**src/rtl/core/sle_pkg.sv**
```systemverilog
// ----------------------------------------------------------------------------
// sle_pkg
// Shared types, constants and the US keyboard table for the scancode line
// editor.
// ----------------------------------------------------------------------------
package sle_pkg;

  // Line lengths are held on six bits, enough for any capacity up to 63.
  localparam int LEN_W             = 6;
  localparam int LINE_CAPACITY_DEF = 32;

  localparam logic [7:0] CODE_BACKSPACE = 8'h0E;
  localparam logic [7:0] CODE_ENTER     = 8'h1C;
  localparam logic [6:0] KEY_PRINT_MAX  = 7'd57;
  localparam logic [6:0] KEY_LCTRL      = 7'h1D;
  localparam logic [6:0] KEY_LSHIFT     = 7'h2A;
  localparam logic [6:0] KEY_RSHIFT     = 7'h36;
  localparam logic [6:0] KEY_LALT       = 7'h38;
  localparam int         REL_BIT        = 7;

  localparam logic [6:0] CASE_OFFSET = 7'h20;
  localparam logic [6:0] ASCII_UC_A  = 7'h41;
  localparam logic [6:0] ASCII_UC_Z  = 7'h5A;

  localparam int MOD_SHIFT = 0;
  localparam int MOD_CTRL  = 1;
  localparam int MOD_ALT   = 3;

  // Result kinds.
  localparam logic [1:0] KIND_ECHO_CHAR = 2'd0;
  localparam logic [1:0] KIND_ECHO_BS   = 2'd1;
  localparam logic [1:0] KIND_LINE_CHAR = 2'd2;
  localparam logic [1:0] KIND_LINE_END  = 2'd3;

  typedef enum logic [1:0] {
    ACT_NONE = 2'd0,
    ACT_BS   = 2'd1,
    ACT_CHAR = 2'd2
  } act_t;

  // One command from the front end to the back end.
  typedef struct packed {
    logic             drain;
    logic [LEN_W-1:0] dlen;
    act_t             act;
    logic [6:0]       ch;
    logic [LEN_W-1:0] waddr;
    logic [3:0]       mods;
  } cmd_t;

  // US layout for key codes 0 to 57; zero marks a key with no character.
  function automatic logic [6:0] us_char(input logic [5:0] key);
    logic [6:0] c;
    case (key)
      6'd2:  c = 7'h31;
      6'd3:  c = 7'h32;
      6'd4:  c = 7'h33;
      6'd5:  c = 7'h34;
      6'd6:  c = 7'h35;
      6'd7:  c = 7'h36;
      6'd8:  c = 7'h37;
      6'd9:  c = 7'h38;
      6'd10: c = 7'h39;
      6'd11: c = 7'h30;
      6'd12: c = 7'h2D;
      6'd13: c = 7'h3D;
      6'd16: c = 7'h51;
      6'd17: c = 7'h57;
      6'd18: c = 7'h45;
      6'd19: c = 7'h52;
      6'd20: c = 7'h54;
      6'd21: c = 7'h59;
      6'd22: c = 7'h55;
      6'd23: c = 7'h49;
      6'd24: c = 7'h4F;
      6'd25: c = 7'h50;
      6'd26: c = 7'h5B;
      6'd27: c = 7'h5D;
      6'd30: c = 7'h41;
      6'd31: c = 7'h53;
      6'd32: c = 7'h44;
      6'd33: c = 7'h46;
      6'd34: c = 7'h47;
      6'd35: c = 7'h48;
      6'd36: c = 7'h4A;
      6'd37: c = 7'h4B;
      6'd38: c = 7'h4C;
      6'd39: c = 7'h3B;
      6'd40: c = 7'h27;
      6'd41: c = 7'h60;
      6'd43: c = 7'h5C;
      6'd44: c = 7'h5A;
      6'd45: c = 7'h58;
      6'd46: c = 7'h43;
      6'd47: c = 7'h56;
      6'd48: c = 7'h42;
      6'd49: c = 7'h4E;
      6'd50: c = 7'h4D;
      6'd51: c = 7'h2C;
      6'd52: c = 7'h2E;
      6'd53: c = 7'h2F;
      6'd57: c = 7'h20;
      default: c = 7'h00;
    endcase
    return c;
  endfunction

endpackage

```
**src/rtl/core/sle_ram.sv**
```systemverilog
// ----------------------------------------------------------------------------
// sle_ram
// Generic single-write, single-read RAM with registered read data.
// ----------------------------------------------------------------------------
module sle_ram #(
  parameter int WIDTH = 7,
  parameter int DEPTH = 32,
  parameter int AW    = (DEPTH > 1) ? $clog2(DEPTH) : 1
) (
  input  logic             clk,
  input  logic             we,
  input  logic [AW-1:0]    waddr,
  input  logic [WIDTH-1:0] wdata,
  input  logic [AW-1:0]    raddr,
  output logic [WIDTH-1:0] rdata
);

  logic [WIDTH-1:0] mem [DEPTH];

  always_ff @(posedge clk) begin
    if (we) begin
      mem[waddr] <= wdata;
    end
    rdata <= mem[raddr];
  end

endmodule

```
**src/rtl/core/sle_front.sv**
```systemverilog
// ----------------------------------------------------------------------------
// sle_front
// Accepts scancodes, tracks line length and modifier flags, and turns each
// scancode into at most one command for the back end.
// ----------------------------------------------------------------------------
module sle_front #(
  parameter int LINE_CAPACITY = sle_pkg::LINE_CAPACITY_DEF
) (
  input  logic          clk,
  input  logic          rst_n,
  input  logic          in_push,
  input  logic [7:0]    in_scan_byte,
  input  logic          cq_full,
  output logic          cmd_push,
  output sle_pkg::cmd_t cmd
);

  import sle_pkg::*;

  localparam logic [LEN_W-1:0] CAP = LEN_W'(LINE_CAPACITY);

  logic [LEN_W-1:0] len_r, len_nxt;
  logic [3:0]       mods_r, mods_nxt;
  logic             accept;
  logic [6:0]       key;
  logic [6:0]       ch;
  logic [LEN_W-1:0] base;

  assign accept = in_push && !cq_full;
  assign key    = in_scan_byte[6:0];

  always_comb begin
    len_nxt   = len_r;
    mods_nxt  = mods_r;
    cmd_push  = 1'b0;
    cmd.drain = 1'b0;
    cmd.dlen  = len_r;
    cmd.act   = ACT_NONE;
    cmd.ch    = 7'd0;
    cmd.waddr = len_r;
    ch        = us_char(key[5:0]);
    base      = len_r;
    if (accept) begin
      if (in_scan_byte == CODE_BACKSPACE) begin
        if (len_r != '0) begin
          len_nxt  = len_r - 1'b1;
          cmd.act  = ACT_BS;
          cmd_push = 1'b1;
        end
      end else if (in_scan_byte == CODE_ENTER) begin
        cmd.drain = 1'b1;
        len_nxt   = '0;
        cmd_push  = 1'b1;
      end else begin
        // A full line is flushed before the scancode itself is handled.
        if (len_r >= CAP) begin
          cmd.drain = 1'b1;
          base      = '0;
          len_nxt   = '0;
          cmd_push  = 1'b1;
        end
        if (key <= KEY_PRINT_MAX) begin
          if (ch == 7'd0) begin
            case (key)
              KEY_LCTRL:  mods_nxt[MOD_CTRL]  = ~in_scan_byte[REL_BIT];
              KEY_LSHIFT: mods_nxt[MOD_SHIFT] = ~in_scan_byte[REL_BIT];
              KEY_RSHIFT: mods_nxt[MOD_SHIFT] = ~in_scan_byte[REL_BIT];
              KEY_LALT:   mods_nxt[MOD_ALT]   = ~in_scan_byte[REL_BIT];
              default:    mods_nxt = mods_r;
            endcase
          end else if (!in_scan_byte[REL_BIT]) begin
            if (!mods_r[MOD_SHIFT] && (ch inside {[ASCII_UC_A:ASCII_UC_Z]})) begin
              ch = ch + CASE_OFFSET;
            end
            cmd.act   = ACT_CHAR;
            cmd.ch    = ch;
            cmd.waddr = base;
            len_nxt   = base + 1'b1;
            cmd_push  = 1'b1;
          end
        end
      end
    end
    cmd.mods = mods_nxt;
  end

  always_ff @(posedge clk) begin
    if (!rst_n) begin
      len_r  <= '0;
      mods_r <= 4'd0;
    end else begin
      len_r  <= len_nxt;
      mods_r <= mods_nxt;
    end
  end

  a_len_bound: assert property (@(posedge clk) disable iff (!rst_n)
    len_r <= CAP)
    else $error("line length beyond capacity");

endmodule

```
**src/rtl/core/sle_cmd_queue.sv**
```systemverilog
// ----------------------------------------------------------------------------
// sle_cmd_queue
// Two-entry command queue between the front end and the back end.
// ----------------------------------------------------------------------------
module sle_cmd_queue (
  input  logic          clk,
  input  logic          rst_n,
  input  logic          push,
  input  sle_pkg::cmd_t wdata,
  output logic          full,
  input  logic          pop,
  output logic          empty,
  output sle_pkg::cmd_t rdata
);

  import sle_pkg::*;

  cmd_t       entry_r [2];
  logic       wr_ptr_r, rd_ptr_r;
  logic [1:0] cnt_r;

  assign full  = (cnt_r == 2'd2);
  assign empty = (cnt_r == 2'd0);
  assign rdata = entry_r[rd_ptr_r];

  always_ff @(posedge clk) begin
    if (push) begin
      entry_r[wr_ptr_r] <= wdata;
    end
  end

  always_ff @(posedge clk) begin
    if (!rst_n) begin
      wr_ptr_r <= 1'b0;
      rd_ptr_r <= 1'b0;
      cnt_r    <= 2'd0;
    end else begin
      if (push) begin
        wr_ptr_r <= ~wr_ptr_r;
      end
      if (pop) begin
        rd_ptr_r <= ~rd_ptr_r;
      end
      cnt_r <= cnt_r + {1'b0, push} - {1'b0, pop};
    end
  end

endmodule

```
**src/rtl/core/sle_back.sv**
```systemverilog
// ----------------------------------------------------------------------------
// sle_back
// Carries out commands: drains the line store, echoes edits, and queues the
// results in a small output queue.
// ----------------------------------------------------------------------------
module sle_back #(
  parameter int LINE_CAPACITY = sle_pkg::LINE_CAPACITY_DEF
) (
  input  logic          clk,
  input  logic          rst_n,
  input  logic          cmd_valid,
  input  sle_pkg::cmd_t cmd,
  output logic          cmd_pop,
  input  logic          out_pop,
  output logic          out_empty,
  output logic [1:0]    out_kind,
  output logic [6:0]    out_char_code,
  output logic          out_last,
  output logic [3:0]    out_modifiers
);

  import sle_pkg::*;

  localparam int AW = (LINE_CAPACITY > 1) ? $clog2(LINE_CAPACITY) : 1;
  localparam int OQ_DEPTH = 4;

  typedef enum logic [3:0] {
    ST_IDLE  = 4'b0001,
    ST_DRAIN = 4'b0010,
    ST_END   = 4'b0100,
    ST_ACT   = 4'b1000
  } state_t;

  typedef struct packed {
    logic [1:0] kind;
    logic [6:0] ch;
    logic       last;
    logic [3:0] mods;
  } res_t;

  state_t           state_r, state_nxt;
  cmd_t             cur_r, cur_nxt;
  logic [LEN_W-1:0] idx_r, idx_nxt;

  // Slot stage: holds each result while its registered RAM read completes.
  logic             s1_valid_r, s1_valid_nxt;
  logic             s1_ram_r, s1_ram_nxt;
  res_t             s1_r, s1_nxt;

  res_t             oq_r [OQ_DEPTH];
  logic [1:0]       oq_wr_r, oq_rd_r;
  logic [2:0]       oq_cnt_r;
  logic             oq_pop;
  res_t             push_res;

  logic             slot_ok;
  logic             ram_we;
  logic [AW-1:0]    ram_raddr;
  logic [6:0]       ram_rdata;

  sle_ram #(
    .WIDTH (7),
    .DEPTH (LINE_CAPACITY)
  ) u_line_ram (
    .clk   (clk),
    .we    (ram_we),
    .waddr (cur_r.waddr[AW-1:0]),
    .wdata (cur_r.ch),
    .raddr (ram_raddr),
    .rdata (ram_rdata)
  );

  // A slot is issued only when the output queue can take it, counting the
  // one still in the read stage.
  assign slot_ok   = ({1'b0, oq_cnt_r} + {3'd0, s1_valid_r}) < 4'(OQ_DEPTH);
  assign ram_raddr = idx_r[AW-1:0];

  always_comb begin
    state_nxt    = state_r;
    cur_nxt      = cur_r;
    idx_nxt      = idx_r;
    cmd_pop      = 1'b0;
    ram_we       = 1'b0;
    s1_valid_nxt = 1'b0;
    s1_ram_nxt   = 1'b0;
    s1_nxt.kind  = KIND_LINE_CHAR;
    s1_nxt.ch    = 7'd0;
    s1_nxt.last  = 1'b0;
    s1_nxt.mods  = cur_r.mods;
    case (state_r)
      ST_IDLE: begin
        if (cmd_valid) begin
          cmd_pop = 1'b1;
          cur_nxt = cmd;
          idx_nxt = '0;
          if (!cmd.drain) begin
            state_nxt = ST_ACT;
          end else if (cmd.dlen != '0) begin
            state_nxt = ST_DRAIN;
          end else begin
            state_nxt = ST_END;
          end
        end
      end
      ST_DRAIN: begin
        if (slot_ok) begin
          s1_valid_nxt = 1'b1;
          s1_ram_nxt   = 1'b1;
          s1_nxt.kind  = KIND_LINE_CHAR;
          if (idx_r == cur_r.dlen - 1'b1) begin
            state_nxt = ST_END;
            idx_nxt   = '0;
          end else begin
            idx_nxt = idx_r + 1'b1;
          end
        end
      end
      ST_END: begin
        if (slot_ok) begin
          s1_valid_nxt = 1'b1;
          s1_nxt.kind  = KIND_LINE_END;
          s1_nxt.last  = (cur_r.act == ACT_NONE);
          state_nxt    = (cur_r.act == ACT_NONE) ? ST_IDLE : ST_ACT;
        end
      end
      ST_ACT: begin
        if (slot_ok) begin
          s1_valid_nxt = 1'b1;
          s1_nxt.last  = 1'b1;
          if (cur_r.act == ACT_CHAR) begin
            s1_nxt.kind = KIND_ECHO_CHAR;
            s1_nxt.ch   = cur_r.ch;
            ram_we      = 1'b1;
          end else begin
            s1_nxt.kind = KIND_ECHO_BS;
          end
          state_nxt = ST_IDLE;
        end
      end
      default: begin
        state_nxt = ST_IDLE;
      end
    endcase
  end

  always_comb begin
    push_res    = s1_r;
    push_res.ch = s1_ram_r ? ram_rdata : s1_r.ch;
  end

  assign out_empty     = (oq_cnt_r == 3'd0);
  assign oq_pop        = out_pop && !out_empty;
  assign out_kind      = oq_r[oq_rd_r].kind;
  assign out_char_code = oq_r[oq_rd_r].ch;
  assign out_last      = oq_r[oq_rd_r].last;
  assign out_modifiers = oq_r[oq_rd_r].mods;

  always_ff @(posedge clk) begin
    cur_r    <= cur_nxt;
    idx_r    <= idx_nxt;
    s1_r     <= s1_nxt;
    s1_ram_r <= s1_ram_nxt;
    if (s1_valid_r) begin
      oq_r[oq_wr_r] <= push_res;
    end
  end

  always_ff @(posedge clk) begin
    if (!rst_n) begin
      state_r    <= ST_IDLE;
      s1_valid_r <= 1'b0;
      oq_wr_r    <= 2'd0;
      oq_rd_r    <= 2'd0;
      oq_cnt_r   <= 3'd0;
    end else begin
      state_r    <= state_nxt;
      s1_valid_r <= s1_valid_nxt;
      if (s1_valid_r) begin
        oq_wr_r <= oq_wr_r + 2'd1;
      end
      if (oq_pop) begin
        oq_rd_r <= oq_rd_r + 2'd1;
      end
      oq_cnt_r <= oq_cnt_r + {2'd0, s1_valid_r} - {2'd0, oq_pop};
    end
  end

  a_oq_room: assert property (@(posedge clk) disable iff (!rst_n)
    s1_valid_r |-> (oq_cnt_r < 3'(OQ_DEPTH)))
    else $error("result beat arrives at a full output queue");

  a_drain_len: assert property (@(posedge clk) disable iff (!rst_n)
    (state_r == ST_DRAIN) |-> (cur_r.dlen != '0 && idx_r < cur_r.dlen))
    else $error("drain index outside the line");

  a_pop_idle: assert property (@(posedge clk) disable iff (!rst_n)
    cmd_pop |-> (state_r == ST_IDLE && cmd_valid))
    else $error("command taken while busy");

endmodule

```
**src/rtl/core/scancode_line_editor_top.sv**
```systemverilog
// ----------------------------------------------------------------------------
// scancode_line_editor_top
// Set-1 scancode line editor: modifier tracking, line buffer and line drain.
// ----------------------------------------------------------------------------
// Push raw set-1 scancodes; pop echo, backspace, line-character and line-end
// results, each carrying the modifier flags as they stand after its scancode.
// The front end takes a scancode whenever the two-entry command queue has
// room. The back-end sequencer loads a command while idle and then issues one
// result per cycle, while the output queue has room, through the line RAM's
// single read port. Results pass through a registered read stage into a
// four-entry output queue that drives the ports. The line RAM needs no
// clearing after reset.
// ----------------------------------------------------------------------------
module scancode_line_editor_top #(
  parameter int LINE_CAPACITY = sle_pkg::LINE_CAPACITY_DEF
) (
  input  logic       clk,
  input  logic       rst_n,
  input  logic       push,
  output logic       full,
  input  logic [7:0] in_scan_byte,
  output logic       empty,
  input  logic       pop,
  output logic [1:0] out_kind,
  output logic [6:0] out_char_code,
  output logic       out_last,
  output logic [3:0] out_modifiers
);

  import sle_pkg::*;

  cmd_t fe_cmd, be_cmd;
  logic fe_push, cq_full, cq_empty, be_pop;

  assign full = cq_full;

  sle_front #(
    .LINE_CAPACITY (LINE_CAPACITY)
  ) u_front (
    .clk          (clk),
    .rst_n        (rst_n),
    .in_push      (push),
    .in_scan_byte (in_scan_byte),
    .cq_full      (cq_full),
    .cmd_push     (fe_push),
    .cmd          (fe_cmd)
  );

  sle_cmd_queue u_cmd_queue (
    .clk   (clk),
    .rst_n (rst_n),
    .push  (fe_push),
    .wdata (fe_cmd),
    .full  (cq_full),
    .pop   (be_pop),
    .empty (cq_empty),
    .rdata (be_cmd)
  );

  sle_back #(
    .LINE_CAPACITY (LINE_CAPACITY)
  ) u_back (
    .clk           (clk),
    .rst_n         (rst_n),
    .cmd_valid     (!cq_empty),
    .cmd           (be_cmd),
    .cmd_pop       (be_pop),
    .out_pop       (pop),
    .out_empty     (empty),
    .out_kind      (out_kind),
    .out_char_code (out_char_code),
    .out_last      (out_last),
    .out_modifiers (out_modifiers)
  );

endmodule

```
**config.mk**
```make
export PLATFORM = sky130hd
export DESIGN_NAME = scancode_line_editor_top
export DESIGN_NICKNAME = d
export VERILOG_FILES = /design/src/rtl/core/sle_pkg.sv /design/src/rtl/core/sle_ram.sv /design/src/rtl/core/sle_front.sv /design/src/rtl/core/sle_cmd_queue.sv /design/src/rtl/core/sle_back.sv /design/src/rtl/core/scancode_line_editor_top.sv
export SDC_FILE = /design/constraint.sdc
export NUM_CORES = 1
export LEC_CHECK = 0
export BUFFER_PORTS_ARGS = -buffer_cell sky130_fd_sc_hd__buf_2
export CORE_ASPECT_RATIO = 1.2
export CORE_UTILIZATION = 45
export DETAILED_ROUTE_END_ITERATION = 8
export HOLD_SLACK_MARGIN = 0.1
export PLACE_DENSITY_LB_ADDON = 0.25
export REMOVE_ABC_BUFFERS = 1
export SETUP_SLACK_MARGIN = 0.02
export SLEW_MARGIN = 20
export SYNTH_ARGS = -nofsm -noshare
export SYNTH_HDL_FRONTEND = slang
export SYNTH_HIERARCHICAL = 1
export SYNTH_SLANG_ARGS = --single-unit
export TNS_END_PERCENT = 1
```
**constraint.sdc**
```tcl
create_clock -name clk -period 4.5 [get_ports clk]
set_input_delay 0.675 -clock clk [delete_from_list [all_inputs] [get_ports clk]]
set_output_delay 0.675 -clock clk [all_outputs]
set_load 0.01 [all_outputs]
```
==> summary.md, run 1 <==
| Metric | Value |
|---|---|
| Die H | 217 µm |
| Sw Share | 26.4% |
| Clock Pin Slew Worst Setup and Hold Paths | 0.06 ns |
| Largest net degree at the start of global routing | 66 |
| Nets | 1,092 |
| FF-to-FF setup slack | 0.98 ns |
| I/O pins | 28 |
| Initial Utilization | 45.8% |
| Commonest non-fill, non-tap cell in the layout | edfxtp_1 |
| Via Count | 8,804 |
| Logic pwr share | 20.2% |
| Vias/cell | 5.60 |
| Worst flop-to-flop path startpoint | u_back/oq_cnt_r[1]$_SDFF_PN0_ |
| Most frequent cells in the layout | 360 x edfxtp_1, 84 x mux4_2, 74 x nor2_1, 49 x dfxtp_1, 43 x clkbuf_16 |
| Global-route wire length before repair | 52,500 µm |
| P_leak | 0.00644 µW |
| Clock Skews | 0.0114 ns |
| Cells on Worst Hold Path | 0 |
| Power density cells | 550 nW/µm² |
| Peak supply drop | 0.294 mV |
| Fmax | 0.284 GHz |
| Port buffer count | 27 |
| Net Sw Power | 2810 µW |
| RSZ-0062 raised after global routing | false |
| CP max FO | 11 |
| Rows | 78 |
| CP required | 4.66 ns |
| Total track usage | 17.6% |
| Initial antenna violation count | 0 |
| Critical path startpoint | u_back/oq_cnt_r[1]$_SDFF_PN0_ |
| Status | complete, no violations |
| Clock Power Share | 33.0% |
| Num CTS Buffers | 41 |
| Post-cts sizing count | 0 |
| Setup TNS | 0 ns |
| Internal Pwr Total | 7820 µW |
| Die X | 181 µm |
| Post-CTS setup buffers | 0 |
| Fraction of layout cells with a size suffix above 1 | 22.9% |
| Max-slew violations | 0 |
| Routability congestion estimate | 0.843 |
| Clock Path Buffers | 3 |
| Die ar. | 39,400 µm² |
| Fin Hold WS | 0.392 ns |
| Clock sinks | 410 |
| Max H-tree Level | 2 |
| Clk_lat worst skew | 0.53 ns |
| Final setup vio count | 0 |
| Drt drc | 0 |
| Slew headroom | 34.9% |
| Drt first pass iters | 5 |
| Root Buffer Master | clkbuf_16 |
| Grt total ovfl | 0 |
| CTS Hold Bufs | 0 |
| Final Cycle Share | 78.2% |
| Minimum clock period | 3.52 ns |
| Mapped cell area | 17,400 µm² |
| CTS tree | done |
| Final hold viol count | 0 |
| Flop pwr share | 46.8% |
| Diodes inserted | 0 |
| Final wirelength | 33,500 µm |
| Gate Count Post-Synth | 1,025 |
| P&R area growth vs syn | 11.5% |
| Worst R2R End | u_back/u_line_ram/mem[4][2]$_DFFE_PP_ |
| Number of synthesis warnings | 6 |
| Worst-case reg-to-reg path depth | 7 |
| Crit path kind | reg2reg |
| HPWL after DPL | 21,600 µm |
| Syn avg cell area | 16.9 µm² |
| Wire per inst | 21.4 µm |
| DRT antenna net count | 0 |
| Worst Max-Slew Pin Slew | 0.975 ns |
| Number of DRC markers in iteration 0 | 682 |
| CORE AREA | 37,900 µm² |
| Setup crit end | u_back/u_line_ram/mem[4][2]$_DFFE_PP_ |
| Worst hold-check path type | reg2reg |
| Critical path launch point type | flip-flop |
| Setup crit end kind | flip-flop |
| Worst Path Arrival | 3.68 ns |
| Max-cap violation count | 0 |
| Vias in the first global route | 9,086 |
## power by group through the flow
stage | sequential [µW] | clock [µW] | combinational (µW)
after floorplan | 5120 | 0 | 1360
after global placement | 5180 | 0 | 1990
after detailed placement | 5160 | 0 | 2060
after CTS | 5080 | 3590 | 2070
after global routing | 5030 | 3730 | 2330
final | 4980 | 3510 | 2140
## routing by layer
metal / GRT usage, % / vias to the layer above / share of wire [%]
met1: 22.6 / 4475 / 42
met4: 6.41 / 0 / 2.6
met2: 30.4 / 204 / 51
li1: - / 4070 / -
met3: 2.31 / 55 / 4.4
met5: 0 / - / 0
## worst min-delay path by stage
stage,startpoint,endpoint,slack (ns)
floorplan,u_back/cur_r[0]$_DFFE_PP_,u_back/push_res[0]$_DFF_P_,0.32
global placement,u_back/cur_r[1]$_DFFE_PP_,u_back/push_res[1]$_DFF_P_,0.40
detailed placement,u_back/cur_r[3]$_DFFE_PP_,u_back/push_res[3]$_DFF_P_,0.39
CTS,u_back/cur_r[3]$_DFFE_PP_,u_back/push_res[3]$_DFF_P_,0.40
global route,u_back/cur_r[1]$_DFFE_PP_,u_back/push_res[1]$_DFF_P_,0.41
finish,u_back/cur_r[1]$_DFFE_PP_,u_back/push_res[1]$_DFF_P_,0.39
## worst max-delay path, stage by stage (launching register included)
cell and delay (ns):
dfxtp_1 0.34, ha_1 0.22, o211a_1 0.22, o22a_1 0.25
nor3_1 0.32, and4b_1 0.54, or3b_2 0.64, nor2_1 0.62
## sequential cells by signal, summed over array words and instances (netlist names), named ones only
name                     count
u_front/mods_r               3
u_back/oq_wr_r               2
u_back/s1_r                  7
u_back/u_line_ram/mem      224
u_back/idx_r                 6
u_back/s1_valid_r            1
u_back/s1_ram_r              1
u_front/len_r                6
u_back/push_res              7
u_cmd_queue/entry_r         50
u_cmd_queue/rd_ptr_r         1
u_back/oq_cnt_r              3
u_back/cur_r                24
u_back/oq_rd_r               2
u_cmd_queue/wr_ptr_r         1
u_back/oq_r                 56
u_back/state_r               4
u_back/u_line_ram/rdata      7
u_cmd_queue/cnt_r            2
## layout make-up
class                      count  area (µm²)
fill                        3132       18500
sequential                   410       11800
multi-input combinational    532        5090
clock buffer                  59        1210
tap                          480         601
timing repair buffer          40         298
clock inverter                17         216
inverter                      33         124
## metrics by stage
step | utilization, % | total power, µW | area, µm² | setup slack (ns) | cells
2_1_floorplan | - | 6470 | 17000 | 0.510 | 975
3_3_place_gp | 47.0 | 7170 | 17800 | 0.252 | 1488
3_5_place_dp | 47.1 | 7220 | 17800 | 0.580 | 1490
4_1_cts | 50.9 | 10700 | 19300 | 0.923 | 1566
5_1_grt | 51.1 | 11100 | 19300 | 0.742 | 1571
6_report | 51.1 | 10600 | 19300 | 0.981 | 1571
Note: power is estimated with default switching activity, not from simulation.
==> inputs of run 2 (changes only) <==
==> constraint.sdc (replaced) <==
create_clock -name clk -period 3 [get_ports clk]
set_input_delay 0.45 -clock clk [delete_from_list [all_inputs] [get_ports clk]]
set_output_delay 0.45 -clock clk [all_outputs]
set_load 0.01 [all_outputs]
==> summary.md, run 2 (synthesized netlist as in run 1, its figures left out) <==
| Metric | Value |
|---|---|
| DRT antenna net count | 0 (unchanged) |
| I/O pins | 28 (unchanged) |
| Delay of the slowest critical-path stage | 0.48 ns (-0.16 ns) |
| Final cell count without fillers | 1,662 (+5.8%) |
| CTS Hold Bufs | 0 (unchanged) |
| Util after Layout | 52.6% (+1.5 points) |
| CP max stage cell | or3b_4 |
| Largest regs | u_back/u_line_ram/mem (224), u_back/oq_r (56), u_cmd_queue/entry_r (50) |
| Clock sinks | 410 (unchanged) |
| Nets | 1,190 (+9.0%) |
| Crit path kind | reg2reg |
| Initial Utilization | 45.8% (unchanged) |
| CP max FO | 8 (-3) |
| Max-slew violations | 0 (unchanged) |
| Wire per inst | 21.0 µm (-1.6%) |
| Clock Path Buffers | 3 (unchanged) |
| Die X | 181 µm (unchanged) |
| Clock Pin Slew Worst Setup and Hold Paths | 0.06 ns (about the same) |
| Final hold viol count | 0 (unchanged) |
| Minimum clock period | 2.64 ns (-0.882 ns) |
| Max H-tree Level | 2 (unchanged) |
| Clock Skews | 0.0127 ns (+0.00135 ns) |
| CORE AREA | 37,900 µm² (unchanged) |
| Final Cell Area | 19,900 µm² (+3.0%) |
| Slew headroom | 50.9% (+16 points) |
| Die ar. | 39,400 µm² (unchanged) |
| Drt drc | 0 (unchanged) |
| Num CTS Buffers | 41 (unchanged) |
| Placed cells | 1,589 (+6.6%) |
| Global-route wire length before repair | 54,300 µm (+3.4%) |
| Max reg flops | 224 (unchanged) |
| Vias in the first global route | 9,313 (+2.5%) |
| Peak supply drop | 0.437 mV (+49%) |
| Rows | 78 (unchanged) |
| Initial antenna violation count | 0 (unchanged) |
| P&R area growth vs syn | 14.8% |
| Setup crit end kind | flip-flop |
| Total track usage | 18.2% (+0.63 points) |
| P_leak | 0.00684 µW (+6.3%) |
| Worst Path Arrival | 2.87 ns (-0.81 ns) |
| CP required | 3.23 ns (-1.43 ns) |
| Fmax | 0.379 GHz (+33%) |
| CP Cell Sequence | ha_1, o211a_1, o22a_1, nor3_1, and4b_1, or3b_4, nor2_1, buf_4 |
| Clk_lat worst skew | 0.53 ns (about the same) |
| Worst flop-to-flop path startpoint | u_back/oq_cnt_r[1]$_SDFF_PN0_ |
| Diodes inserted | 0 (unchanged) |
| Worst Max-Slew Pin Slew | 0.737 ns (-0.238 ns) |
| Commonest non-fill, non-tap cell in the layout | edfxtp_1 |
| Fraction of layout cells with a size suffix above 1 | 27.9% (+5.0 points) |
| FF-to-FF setup slack | 0.36 ns (-0.62 ns) |
| Die H | 217 µm (unchanged) |
| Final wirelength | 34,900 µm (+4.1%) |
| Largest delay share family, worst path | simple AND/OR/NAND/NOR gates |
| RSZ-0062 raised after global routing | false |
| Status | complete, no violations |
| Via Count | 9,214 (+4.7%) |
| Worst R2R End | u_back/u_line_ram/mem[20][3]$_DFFE_PP_ |
| Post-CTS setup buffers | 0 (unchanged) |
| Post-cts sizing count | 0 (unchanged) |
| Setup crit end | u_back/u_line_ram/mem[20][3]$_DFFE_PP_ |
| Root Buffer Master | clkbuf_16 |
| Drt first pass iters | 5 (unchanged) |
| Vias/cell | 5.54 (-1.1%) |
| Final Cycle Share | 87.9% (+9.7 points) |
| Power density cells | 776 nW/µm² (+41%) |
| Grt total ovfl | 0 (unchanged) |
| Number of DRC markers in iteration 0 | 600 (-12%) |
| CTS tree | done |
| Largest net degree at the start of global routing | 66 (unchanged) |
| Max-cap violation count | 0 (unchanged) |
| Post-DP Area | 18,600 µm² (+4.5%) |
| Worst-case reg-to-reg path depth | 8 (+1) |
| Most frequent cells in the layout | 360 x edfxtp_1, 100 x buf_4, 84 x mux4_2, 74 x nor2_1, 50 x dfxtp_1 |
| Top reg by flops | u_back/u_line_ram/mem |
| Port buffer count | 27 (unchanged) |
| Critical path startpoint | u_back/oq_cnt_r[1]$_SDFF_PN0_ |
| Setup TNS | 0 ns (unchanged) |
| Filler instances | 3,088 (-1.4%) |
| WP depth | 8 (+1) |
| Critical path launch point type | flip-flop |
| HPWL after DPL | 22,900 µm (+6.0%) |
| Routability congestion estimate | 0.875 (+3.9%) |
| Worst Path Buf+Inv | 1 (+1) |
| Worst hold-check path type | in2reg |
| Final setup vio count | 0 (unchanged) |
## run 2: cell count changes in the layout (fill, tap and decap cells not counted), sizes merged
| cell | previous run | this run |
|---|---|---|
| buf | 40 | 138 |
| bufinv | 5 | 1 |
| clkinvlp | 2 | 0 |
| clkbuf | 59 | 57 |
| clkinv | 9 | 10 |
## run 2: worst min-delay path by stage
| stage | start | to | slack, ns | depth (start not counted) |
|---|---|---|---|---|
| after global routing | in_scan_byte[7] | u_cmd_queue/entry_r[1][0]$_DFFE_PP_ | 0.36 | 2 |
| after global placement | u_back/cur_r[0]$_DFFE_PP_ | u_back/push_res[0]$_DFF_P_ | 0.37 | 0 |
| after detailed placement | u_back/cur_r[0]$_DFFE_PP_ | u_back/push_res[0]$_DFF_P_ | 0.37 | 0 |
| final | in_scan_byte[7] | u_cmd_queue/entry_r[0][0]$_DFFE_PP_ | 0.35 | 2 |
| after floorplan | u_back/cur_r[0]$_DFFE_PP_ | u_back/push_res[0]$_DFF_P_ | 0.32 | 0 |
| after CTS | in_scan_byte[7] | u_cmd_queue/entry_r[0][3]$_DFFE_PP_ | 0.34 | 2 |
## run 2: area by class of cell
cell class	count	area (µm²)	share of cell area, %
multi-input combinational	532	5090	25.6
clock buffer	57	1090	5.45
clock inverter	12	82.6	0.415
tap	480	601	3.02
timing repair buffer	138	1120	5.64
inverter	33	124	0.622
sequential	410	11800	59.3
## run 2: where the power goes
part           leakage (µW)  switching [µW]  internal [µW]
logic               0.00262            1820           1740
registers           0.00366             407           6910
clock network      0.000567            1980           2600
total               0.00684            4200          11300
## run 2: metrics by stage
stage	hold slack (ns)	setup WS [ns]	total power, µW
finish	0.345	0.363	15500
global route	0.363	0.154	16100
CTS	0.337	0.210	15600
detailed placement	0.366	-0.0954	11000
global placement	0.372	-0.0826	10900
floorplan	0.323	-0.861	9710
## run 2: per-layer routing
layer,GRT usage [%],share of wire (%),vias to the layer above
met2,32.8,53,185
met3,2.24,3.2,57
met5,0,0,-
met1,22.6,41,4708
met4,6.33,2.7,0
li1,-,-,4264
==> inputs of run 3 (changes only) <==
--- a/config.mk
+++ b/config.mk
@@ -5,6 +5,7 @@
 export SDC_FILE = /design/constraint.sdc
 export NUM_CORES = 1
 export LEC_CHECK = 0
+export ABC_AREA = 1
 export BUFFER_PORTS_ARGS = -buffer_cell sky130_fd_sc_hd__buf_2
 export CORE_ASPECT_RATIO = 1.2
 export CORE_UTILIZATION = 45
==> summary.md, run 3 <==
| Metric | Value |
|---|---|
| Via Count | 12,000 (+30%) |
| Clock sinks | 410 (unchanged) |
| Final wirelength | 38,600 µm (+10%) |
| Post-CTS setup buffers | 0 (unchanged) |
| Commonest non-fill, non-tap cell in the layout | nand2_1 |
| Worst Max-Slew Pin Slew | 0.748 ns (+0.0110 ns) |
| Multi-input logic area | 5320 µm² (+4.5%) |
| Minimum clock period | 2.68 ns (+0.0480 ns) |
| Worst Path Arrival | 2.23 ns (-0.64 ns) |
| Filler instances | 3,532 (+14%) |
| Clock Pin Slew Worst Setup and Hold Paths | 0.06 ns (about the same) |
| Design Power | 16,700 µW (+8.3%) |
| Root Buffer Master | clkbuf_16 |
| DRT antenna net count | 0 (unchanged) |
| Vias in the first global route | 12,000 (+28%) |
| Routability congestion estimate | 0.861 (-1.7%) |
| Slew headroom | 49.8% (-1.0 points) |
| Reg area | 11,800 µm² (unchanged) |
| RSZ-0062 raised after global routing | false |
| Rows | 80 (+2.6%) |
| Vias/cell | 5.18 (-6.5%) |
| Syn avg cell area | 10.8 µm² (-36%) |
| CTS tree | done |
| Num CTS Buffers | 41 (unchanged) |
| Wire per inst | 16.7 µm (-21%) |
| Power density cells | 828 nW/µm² (+6.7%) |
| Top reg by flops | u_back/u_line_ram/mem |
| Initial antenna violation count | 0 (unchanged) |
| Status | complete, no violations |
| CP required | 2.55 ns (-0.68 ns) |
| I/O pins | 28 (unchanged) |
| HPWL after DPL | 24,100 µm (+5.3%) |
| Clock Path Buffers | 3 (unchanged) |
| Gate Count Post-Synth | 1,674 (+63%) |
| Final Cycle Share | 89.5% (+1.6 points) |
| Number of synthesis warnings | 6 (unchanged) |
| Setup crit end kind | output pin |
| CORE AREA | 39,600 µm² (+4.7%) |
| Critical path launch point type | flip-flop |
| CP max stage cell | clkinv_1 |
| CTS Hold Bufs | 0 (unchanged) |
| Largest net degree at the start of global routing | 117 (+77%) |
| Peak supply drop | 0.529 mV (+21%) |
| Clk_lat worst skew | 0.54 ns (about the same) |
| Total track usage | 19.4% (+1.2 points) |
| Number of DRC markers in iteration 0 | 696 (+16%) |
| Nets | 1,778 (+49%) |
| Max H-tree Level | 2 (unchanged) |
| Drt first pass iters | 5 (unchanged) |
| Most frequent cells in the layout | 470 x nand2_1, 360 x edfxtp_1, 244 x nand3_1, 150 x nor2_1, 98 x inv_1 |
| CP Cell Sequence | clkinv_1, o21ai_0, o22ai_1, buf_2 |
| PnR worst setup slack | 0.315 ns (-0.0480 ns) |
| Drt drc | 0 (unchanged) |
| Initial Utilization | 45.6% (-0.26 points) |
| Setup TNS | 0 ns (unchanged) |
| Max reg flops | 224 (unchanged) |
| Mapped cell area | 18,100 µm² (+4.1%) |
| Die X | 185 µm (+2.0%) |
| Post-cts sizing count | 0 (unchanged) |
| FF-to-FF setup slack | 0.48 ns (+0.12 ns) |
| P_leak | 0.00790 µW (+15%) |
| Crit path kind | reg2out |
| Global-route wire length before repair | 61,800 µm (+14%) |
| Fmax | 0.372 GHz (-1.8%) |
| P&R area growth vs syn | 11.9% |
| Max-slew violations | 0 (unchanged) |
| Cells on Worst Hold Path | 4 (+2) |
| Final hold viol count | 0 (unchanged) |
| Port buffer count | 27 (unchanged) |
| CP max FO | 28 (+20) |
| Fraction of layout cells with a size suffix above 1 | 14.0% (-14 points) |
| Max-cap violation count | 0 (unchanged) |
| Diodes inserted | 0 (unchanged) |
| Worst-case reg-to-reg path depth | 9 (+1) |
| Die ar. | 40,900 µm² (+4.0%) |
| Final setup vio count | 0 (unchanged) |
| Delay of the slowest critical-path stage | 0.60 ns (+0.12 ns) |
| Die H | 221 µm (+2.0%) |
| Clock Skews | 0.0181 ns (+0.00535 ns) |
| Grt total ovfl | 0 (unchanged) |
| Worst hold-check path type | in2reg |
| Post-Place Worst Slack | 0.0873 ns (+0.183 ns) |
| Largest regs | u_back/u_line_ram/mem (224), u_back/oq_r (56), u_cmd_queue/entry_r (50) |
run 3: path summary, 6_finish.rpt:
path	startpoint	to
worst max-delay path	flip-flop	out_modifiers[0]
worst max register to register	u_back/s1_valid_r$_SDFF_PN0_	u_back/u_line_ram/mem[24][0]$_DFFE_PP_
worst min register to register	u_back/cur_r[1]$_DFFE_PP_	u_back/push_res[1]$_DFF_P_
worst min-delay path	pop	u_back/oq_rd_r[0]$_SDFFE_PN0P_
run 3: per-layer routing:
metal	GRT usage [%]	share of wire, %
met5	0	0
met4	7.12	2.9
met3	2.55	4.6
met2	34.2	51
met1	24.0	42
run 3: through the flow:
step | hold slack (ns) | instances | instance area, µm² | utilization (%)
2_1_floorplan | 0.323 | 1605 | 17600 | -
3_3_place_gp | 0.327 | 2234 | 18900 | 47.8
3_5_place_dp | 0.331 | 2234 | 18900 | 47.8
4_1_cts | 0.303 | 2310 | 20200 | 51.0
5_1_grt | 0.338 | 2310 | 20200 | 51.0
6_report | 0.318 | 2310 | 20200 | 51.0
run 3: where the power goes:
part / internal (µW) / switching [µW]
clock: 2720 / 2100
sequential: 7070 / 327
combinational: 1440 / 3080
run 3: worst max-delay path: cells and delay by family, from the launching register on:
family | cells | cell delay, ns
DFF | 1 | 0.35
AOI/OAI and AO/OA | 2 | 0.59
buffers and inverters | 2 | 0.76
run 3: layout make-up:
type / count / share of cell area [%]
Inverter: 114 / 2.15
Tap cell: 533 / 3.30
Multi-Input combinational cell: 1081 / 26.3
Clock buffer: 57 / 5.69
Clock inverter: 19 / 0.631
Timing Repair Buffer: 96 / 3.48
Sequential cell: 410 / 58.4
